[src/sv/swr_pkg.sv]
// Shared constants, register codes and width helpers for the symbol width repacker.
`default_nettype none

package swr_pkg;

  // Symbol and width field sizes
  localparam int unsigned SYM_W   = 8;
  localparam int unsigned WIDTH_W = 4;

  // Accumulator: up to 7 waiting bits plus one 8-bit input symbol
  localparam int unsigned ACC_W = 2 * SYM_W - 1;
  localparam int unsigned CNT_W = 4;

  // Configuration port index width and register codes
  localparam int unsigned IDX_W = 4;
  localparam logic [IDX_W-1:0] REG_IN_WIDTH  = 4'd0;
  localparam logic [IDX_W-1:0] REG_OUT_WIDTH = 4'd1;

  // Width limits and reset values
  localparam logic [WIDTH_W-1:0] WIDTH_MIN     = 4'd1;
  localparam logic [WIDTH_W-1:0] WIDTH_MAX     = 4'd8;
  localparam logic [WIDTH_W-1:0] IN_WIDTH_RST  = 4'd8;
  localparam logic [WIDTH_W-1:0] OUT_WIDTH_RST = 4'd1;

  typedef logic [SYM_W-1:0]   sym_t;
  typedef logic [WIDTH_W-1:0] width_t;
  typedef logic [ACC_W-1:0]   acc_t;
  typedef logic [CNT_W-1:0]   cnt_t;

  // Zero reads as 1, anything above 8 reads as 8
  function automatic width_t clamp_width(input width_t w);
    width_t r;
    if (w < WIDTH_MIN) begin
      r = WIDTH_MIN;
    end else if (w > WIDTH_MAX) begin
      r = WIDTH_MAX;
    end else begin
      r = w;
    end
    return r;
  endfunction

  // Mask of the low w bits, w in 1..8
  function automatic sym_t low_mask(input width_t w);
    logic [SYM_W:0] m;
    m = ({{SYM_W{1'b0}}, 1'b1} << w) - {{SYM_W{1'b0}}, 1'b1};
    return m[SYM_W-1:0];
  endfunction

endpackage

`default_nettype wire

[src/sv/symbol_width_repacker_core.sv]
// Symbol width repacker top level: bit gearbox from in_width to out_width symbols.
`default_nettype none

// Usage
//   Input channel (in_valid / in_stall): one word carries in_symbol, whose low
//   in_width bits are taken MSB first, and stream_last, which closes a stream
//   and flushes waiting bits, padded with zeros on the right.
//   Output channel (out_valid / out_stall): one word per output symbol,
//   right-justified in out_width bits. run_end marks the last word caused by
//   an input word, stream_end the final word of a stream.
//   Config channel (cfg_valid / cfg_ready): index 0 = in_width, 1 = out_width,
//   low 4 bits of cfg_wdata. Values 0 act as 1, above 8 act as 8. A write to
//   either register drops any waiting bits. Other indexes are ignored.
// Timing
//   An input goes into the accumulator, then its words are loaded into the
//   output register one word per cycle while out_stall does not hold it; the
//   next input is taken in the cycle its last word is loaded. At worst an
//   input makes 8 words (8-bit in, 1-bit out). Inputs that only top up the
//   accumulator make no word and do not hold the drain unit.
// Reset: synchronous, active low; widths go to 8 in / 1 out, accumulator empties.
// Stall: the output register holds its word while out_stall is high; the drain
//   unit then waits and in_stall stays high until the input's last word is loaded.
module symbol_width_repacker_core (
  input  wire                       clk,
  input  wire                       rst_n,
  // input words
  input  wire                       in_valid,
  output logic                      in_stall,
  input  wire  [swr_pkg::SYM_W-1:0] in_symbol,
  input  wire                       stream_last,
  // output words
  output logic                      out_valid,
  input  wire                       out_stall,
  output logic [swr_pkg::SYM_W-1:0] out_symbol,
  output logic                      run_end,
  output logic                      stream_end,
  // configuration writes
  input  wire                       cfg_valid,
  output logic                      cfg_ready,
  input  wire  [swr_pkg::IDX_W-1:0] cfg_index,
  input  wire  [swr_pkg::WIDTH_W-1:0] cfg_wdata
);

  // Config registers, kept already clamped
  swr_pkg::width_t iw_r, iw_nxt;
  swr_pkg::width_t ow_r, ow_nxt;

  // Accumulator: bits right-justified, oldest bit at position cnt_r-1
  swr_pkg::acc_t acc_r, acc_nxt;
  swr_pkg::cnt_t cnt_r, cnt_nxt;
  logic          busy_r, busy_nxt;   // drain has words left for current input
  logic          last_r, last_nxt;   // current input closes the stream

  // Output register
  logic          out_valid_r, out_valid_nxt;
  swr_pkg::sym_t out_symbol_r, out_symbol_nxt;
  logic          run_end_r, run_end_nxt;
  logic          stream_end_r, stream_end_nxt;

  logic          out_free;
  logic          drain_fire;
  logic          drain_full;    // a whole symbol is waiting
  logic          drain_final;
  swr_pkg::cnt_t rem_cnt;
  swr_pkg::acc_t full_shift;
  swr_pkg::acc_t pad_shift;
  swr_pkg::sym_t drain_sym;
  swr_pkg::cnt_t base_cnt;
  swr_pkg::acc_t cat_acc;
  swr_pkg::cnt_t cat_cnt;
  logic          cat_has_out;
  logic          in_fire;
  logic          cfg_fire;
  logic          cfg_hit;

  assign out_free = !out_valid_r || !out_stall;

  // Drain step: take the top out_width bits, or the zero-padded remainder
  always_comb begin
    drain_full  = (cnt_r >= swr_pkg::cnt_t'(ow_r));
    full_shift  = acc_r >> (cnt_r - swr_pkg::cnt_t'(ow_r));
    pad_shift   = acc_r << (swr_pkg::cnt_t'(ow_r) - cnt_r);
    rem_cnt     = drain_full ? (cnt_r - swr_pkg::cnt_t'(ow_r)) : '0;
    drain_sym   = (drain_full ? full_shift[swr_pkg::SYM_W-1:0]
                              : pad_shift[swr_pkg::SYM_W-1:0])
                  & swr_pkg::low_mask(ow_r);
    drain_final = (rem_cnt < swr_pkg::cnt_t'(ow_r)) && (!last_r || rem_cnt == '0);
    drain_fire  = busy_r && out_free;
  end

  // New input may enter as the last word of the previous one is loaded
  assign in_stall  = busy_r && !(drain_fire && drain_final);
  assign in_fire   = in_valid && !in_stall;
  assign cfg_ready = !busy_r;
  assign cfg_fire  = cfg_valid && cfg_ready;
  assign cfg_hit   = (cfg_index == swr_pkg::REG_IN_WIDTH) ||
                     (cfg_index == swr_pkg::REG_OUT_WIDTH);

  // Append the input bits after what is left in the accumulator
  always_comb begin
    base_cnt    = drain_fire ? rem_cnt : cnt_r;
    cat_acc     = (acc_r << iw_r) |
                  swr_pkg::acc_t'(in_symbol & swr_pkg::low_mask(iw_r));
    cat_cnt     = base_cnt + swr_pkg::cnt_t'(iw_r);
    cat_has_out = (cat_cnt >= swr_pkg::cnt_t'(ow_r)) || stream_last;
  end

  always_comb begin
    iw_nxt         = iw_r;
    ow_nxt         = ow_r;
    acc_nxt        = acc_r;
    cnt_nxt        = cnt_r;
    busy_nxt       = busy_r;
    last_nxt       = last_r;
    out_valid_nxt  = out_valid_r && out_stall;
    out_symbol_nxt = out_symbol_r;
    run_end_nxt    = run_end_r;
    stream_end_nxt = stream_end_r;

    if (drain_fire) begin
      out_valid_nxt  = 1'b1;
      out_symbol_nxt = drain_sym;
      run_end_nxt    = drain_final;
      stream_end_nxt = drain_final && last_r;
      cnt_nxt        = rem_cnt;
      busy_nxt       = !drain_final;
    end

    if (in_fire) begin
      acc_nxt  = cat_acc;
      cnt_nxt  = cat_cnt;
      busy_nxt = cat_has_out;
      last_nxt = stream_last;
    end

    if (cfg_fire && cfg_hit) begin
      if (cfg_index == swr_pkg::REG_IN_WIDTH) begin
        iw_nxt = swr_pkg::clamp_width(cfg_wdata);
      end else begin
        ow_nxt = swr_pkg::clamp_width(cfg_wdata);
      end
      acc_nxt = '0;
      cnt_nxt = '0;
    end
  end

  always_ff @(posedge clk) begin
    if (!rst_n) begin
      iw_r        <= swr_pkg::IN_WIDTH_RST;
      ow_r        <= swr_pkg::OUT_WIDTH_RST;
      acc_r       <= '0;
      cnt_r       <= '0;
      busy_r      <= 1'b0;
      last_r      <= 1'b0;
      out_valid_r <= 1'b0;
    end else begin
      iw_r        <= iw_nxt;
      ow_r        <= ow_nxt;
      acc_r       <= acc_nxt;
      cnt_r       <= cnt_nxt;
      busy_r      <= busy_nxt;
      last_r      <= last_nxt;
      out_valid_r <= out_valid_nxt;
    end
  end

  // Payload of the output register, no reset needed
  always_ff @(posedge clk) begin
    out_symbol_r <= out_symbol_nxt;
    run_end_r    <= run_end_nxt;
    stream_end_r <= stream_end_nxt;
  end

  assign out_valid  = out_valid_r;
  assign out_symbol = out_symbol_r;
  assign run_end    = run_end_r;
  assign stream_end = stream_end_r;

  // Between inputs fewer than out_width bits may wait
  a_idle_partial: assert property (@(posedge clk) disable iff (!rst_n)
    !busy_r |-> (cnt_r < swr_pkg::cnt_t'(ow_r)))
    else $error("accumulator holds a full symbol while idle");

  // A stream end word always closes its input's run
  a_end_in_run: assert property (@(posedge clk) disable iff (!rst_n)
    (out_valid_r && stream_end_r) |-> run_end_r)
    else $error("stream_end without run_end");

  // A new input overlaps the drain only on its final word
  a_overlap: assert property (@(posedge clk) disable iff (!rst_n)
    (in_fire && busy_r) |-> (drain_fire && drain_final))
    else $error("input accepted while drain has words left");

  // After a final word the drain is free
  a_final_frees: assert property (@(posedge clk) disable iff (!rst_n)
    (drain_fire && drain_final && !in_fire) |=> !busy_r)
    else $error("drain still busy after final word");

endmodule

`default_nettype wire

[config.mk]
export PLATFORM = sky130hd
export DESIGN_NAME = symbol_width_repacker_core
export DESIGN_NICKNAME = d
export VERILOG_FILES = /design/src/sv/swr_pkg.sv /design/src/sv/symbol_width_repacker_core.sv
export SDC_FILE = /design/constraint.sdc
export NUM_CORES = 1
export LEC_CHECK = 0
export BUFFER_PORTS_ARGS = -buffer_cell sky130_fd_sc_hd__buf_2
export CORE_ASPECT_RATIO = 0.75
export CORE_MARGIN = 2
export CORE_UTILIZATION = 30
export CTS_CLUSTER_SIZE = 10
export DETAILED_ROUTE_END_ITERATION = 10
export GPL_TIMING_DRIVEN = 1
export PLACE_DENSITY = 0.55
export REMOVE_ABC_BUFFERS = 1
export SYNTH_ARGS = -nofsm -noshare
export SYNTH_HDL_FRONTEND = slang
export SYNTH_SLANG_ARGS = --single-unit
[constraint.sdc]
create_clock -name clk -period 5.48 [get_ports clk]
set_input_delay 0 -clock clk [delete_from_list [all_inputs] [get_ports clk]]
set_output_delay 0 -clock clk [all_outputs]
set_load 0.02 [all_outputs]
==> flow_summary_export.csv <==
group,metric,value,unit
run_status,status,"finished, final reports clean",
job,maxCapViolations,0,
grt,grt_pass1_wl,17.8,mm
detailed_routing,wl_per_cell,17.0,um
setup_path,crit_required,5.63,ns
timing,hold_ws,0.00881,ns
grt,gr-usage-all-layers,16.6,%
setup_path,path_common_cell,"ha_1",
timing,slew_viol_final,0,
pwr,power.density,601,nW/um2
die,die_w,134,um
synthesis,netlist_area,3830,um2
detailed_routing,vias,3562,
cts,clk_latency,0.29,ns
timing,max_freq,227,MHz
grt,grt-ovfl-total,0,
finish,drive_gt1_share,17.3,%
synthesis,synth_edf_count,10,
timing,worstMarginPinSlew,1.10,ns
timing,slew_headroom,26.4,%
place,dp_hpwl,8.38,mm
synthesis,synth_xor_area_share,3.14,%
place,io_buffers,34,
place,dpl.cell_count,631,
detailed_routing,drtPass1Iterations,5,
synthesis,synth_warnings,0,
grt,grt_pass1_vias,3344,
synthesis,yosys.area_share.simple,19.7,%
setup_path,critPathCaptureType,"flop",
pwr,power,2.57,mW
die,die-area,13700,um2
timing,timing.final.crit_share,80.2,%
synthesis,synthTopCellsByCount,"nand2_1 (54), nor2_1 (39), mux2i_1 (34)",
setup_path,path_class,"reg -> reg",
pwr,peakVddDrop,251,uV
setup_path,cp-startpoint,"ow_r[2]",
synthesis,synthFlopType,"dfxtp_1",
setup_path,r2r-start,"ow_r[2]",
timing,setup_violations,0,
timing,hold_viol,0,
timing,rsz0062_at_grt,"false",
synthesis,synthDominantCellAreaShare,15.7,%
setup_path,cp_slowest_stage_delay,0.55,ns
synthesis,syn_avg_cell_area,8.34,um2
synthesis,yosysSeqAreaShare,23.5,%
cts,cts_buffer_depth,2,
grt,grt_antenna_before_repair,0,
die,rows,35,
setup_path,critPathBufInv,1,
detailed_routing,drtIter0Drc,300,
hold_path,worst_hold_path_type,"in -> reg",
detailed_routing,via_per_inst,5.56,
setup_path,cp-start-kind,"flop",
hold_path,worst_hold_startpoint,"in_symbol[4]",
finish,final_area,4280,um2
cts,numCtsBuffers,5,
synthesis,synth_compound_area_share,21.2,%
cts,clock-sinks,40,
timing,tns,0,ns
synthesis,synthArstFlopShare,0,%
die,initial_utilization,31.0,%
setup_path,worstPathArrival,4.55,ns
cts,cts_setup_buffers,0,
die,pin_count,35,
finish,fin_nets,518,
detailed_routing,drt_wl_total,10.9,mm
die,dieHeight,102,um
cts,cts_root_buf,"clkbuf_16",
grt,grt_max_degree,35,
timing,period_needed,4.40,ns
synthesis,yosysMostFrequentCell,"nand2_1",
detailed_routing,drc_errors,0,
cts,clkSlewWorstSetupHoldPaths,0.07,ns
synthesis,yosysTopAreaCell,"dfxtp_1",
setup_path,path_delay_family,"compound AO/OA/AOI/OAI gates",
detailed_routing,antenna_left,0,
cts,cts_tree,"yes",
synthesis,synth_top_family_by_area,"compound AO/OA/AOI/OAI gates",
setup_path,slowest_stage,"a41oi_2",
place,placed_area,4090,um2
timing,skew,0.00588,ns
synthesis,synthTopCellsByArea,"dfxtp_1 (16%), mux2i_1 (8.9%), edfxtp_1 (7.8%)",
setup_path,cp_max_fo,20,
setup_path,cp_cell_sequence,"inv_1, ha_1, a21oi_1, nand2_1, xnor2_2, nor2_1, ha_1, and2_0, a221o_1, a31oi_2, a41oi_2, a311oi_1, nor3_1",
synthesis,ys_seq_elements,40,
synthesis,synth.area.mux_share,18.6,%
finish,syn_to_final_growth,11.7,%
synthesis,synth_cell_types,63,
place,globalplace.congestion,0.887,
synthesis,synth_fa_ha_area_share,7.78,%
pwr,p_leak,1.58,nW
cts,htree_levels,2,
die,core_area,12300,um2
finish,antenna_cells,0,
synthesis,syn_inst,459,
finish,fin_cells,641,
through the flow:
step / setup WS (ns) / utilization [%]
after floorplan: 1.31 / -
after detailed placement: 1.12 / 33.1
after global placement: 1.21 / 33.1
after global routing: 0.723 / 34.6
after CTS: 1.11 / 34.6
final: 1.08 / 34.6
worst paths after layout:
kind | to | slack [ns] | depth (start not counted)
setup / recovery | acc_r[1] | 1.08 | 13
hold / removal | acc_r[4] | 0.009 | 3
hold reg to reg | acc_r[12] | 0.53 | 2
setup reg to reg | acc_r[1] | 1.08 | 13
report_power, final:
group          switching (mW)  leakage, nW  total [mW]  internal, mW
sequential              0.119        0.344       0.518         0.398
clock                   0.135       0.0847       0.352         0.217
combinational            1.04         1.16        1.70         0.665
total                    1.29         1.58        2.57          1.28
cells in the final DEF (no fill, tap or decap), types with 10 or more instances in the layout:
cell,instances
dfxtp_1,30
buf_2,34
nor2b_1,10
nor3_1,11
nor2_1,39
inv_1,20
o21ai_0,28
edfxtp_1,10
nand2_1,54
nand3_1,19
mux4_2,12
a21oi_1,28
ha_1,19
mux2i_1,34
state kept, by name (all words and copies together), names as in the netlist:
signal,cells
acc_r,15
out_symbol,8
cnt_r,4
iw_r,4
ow_r,4
busy_r,1
last_r,1
out_valid,1
run_end,1
stream_end,1
cell type report:
type / count / area, um2
flip-flops and latches: 40 / 901
well taps: 166 / 208
clock inverters: 3 / 45.0
fillers: 1319 / 8070
multi-input cells: 365 / 2700
clock buffers: 5 / 125
repair buffers: 40 / 220
inverters: 22 / 82.6
cells by family after synthesis:
kind of cell,count (synthesis)
compound gates,116
simple gates,160
fa+ha+maj,22
xor+xnor,12
buf+inv,54
mux,55
flops,40
what timing repair did:
action | 4_1_cts | 5_1_grt
endpoints found under the hold margin | 2 | 0
hold buffers | 2 | 0
resized for setup | 0 | 0
metal layers:
layer / share of wire [%] / global-route usage [%] / up-vias
met3: 6.7 / 3.08 / 16
met2: 40 / 23.9 / 151
met4: 1.5 / 3.89 / 0
li1: - / - / 1710
met5: 0 / 0 / -
met1: 52 / 25.5 / 1685
tightest hold or removal path, delay by kind of cell:
family / cells / cell delay (ns)
AND/OR/NAND/NOR: 1 / 0.11
buffers and inverters: 1 / 0.09
AO/OA/AOI/OAI: 1 / 0.06
Note: power is estimated with default switching activity, not from simulation.
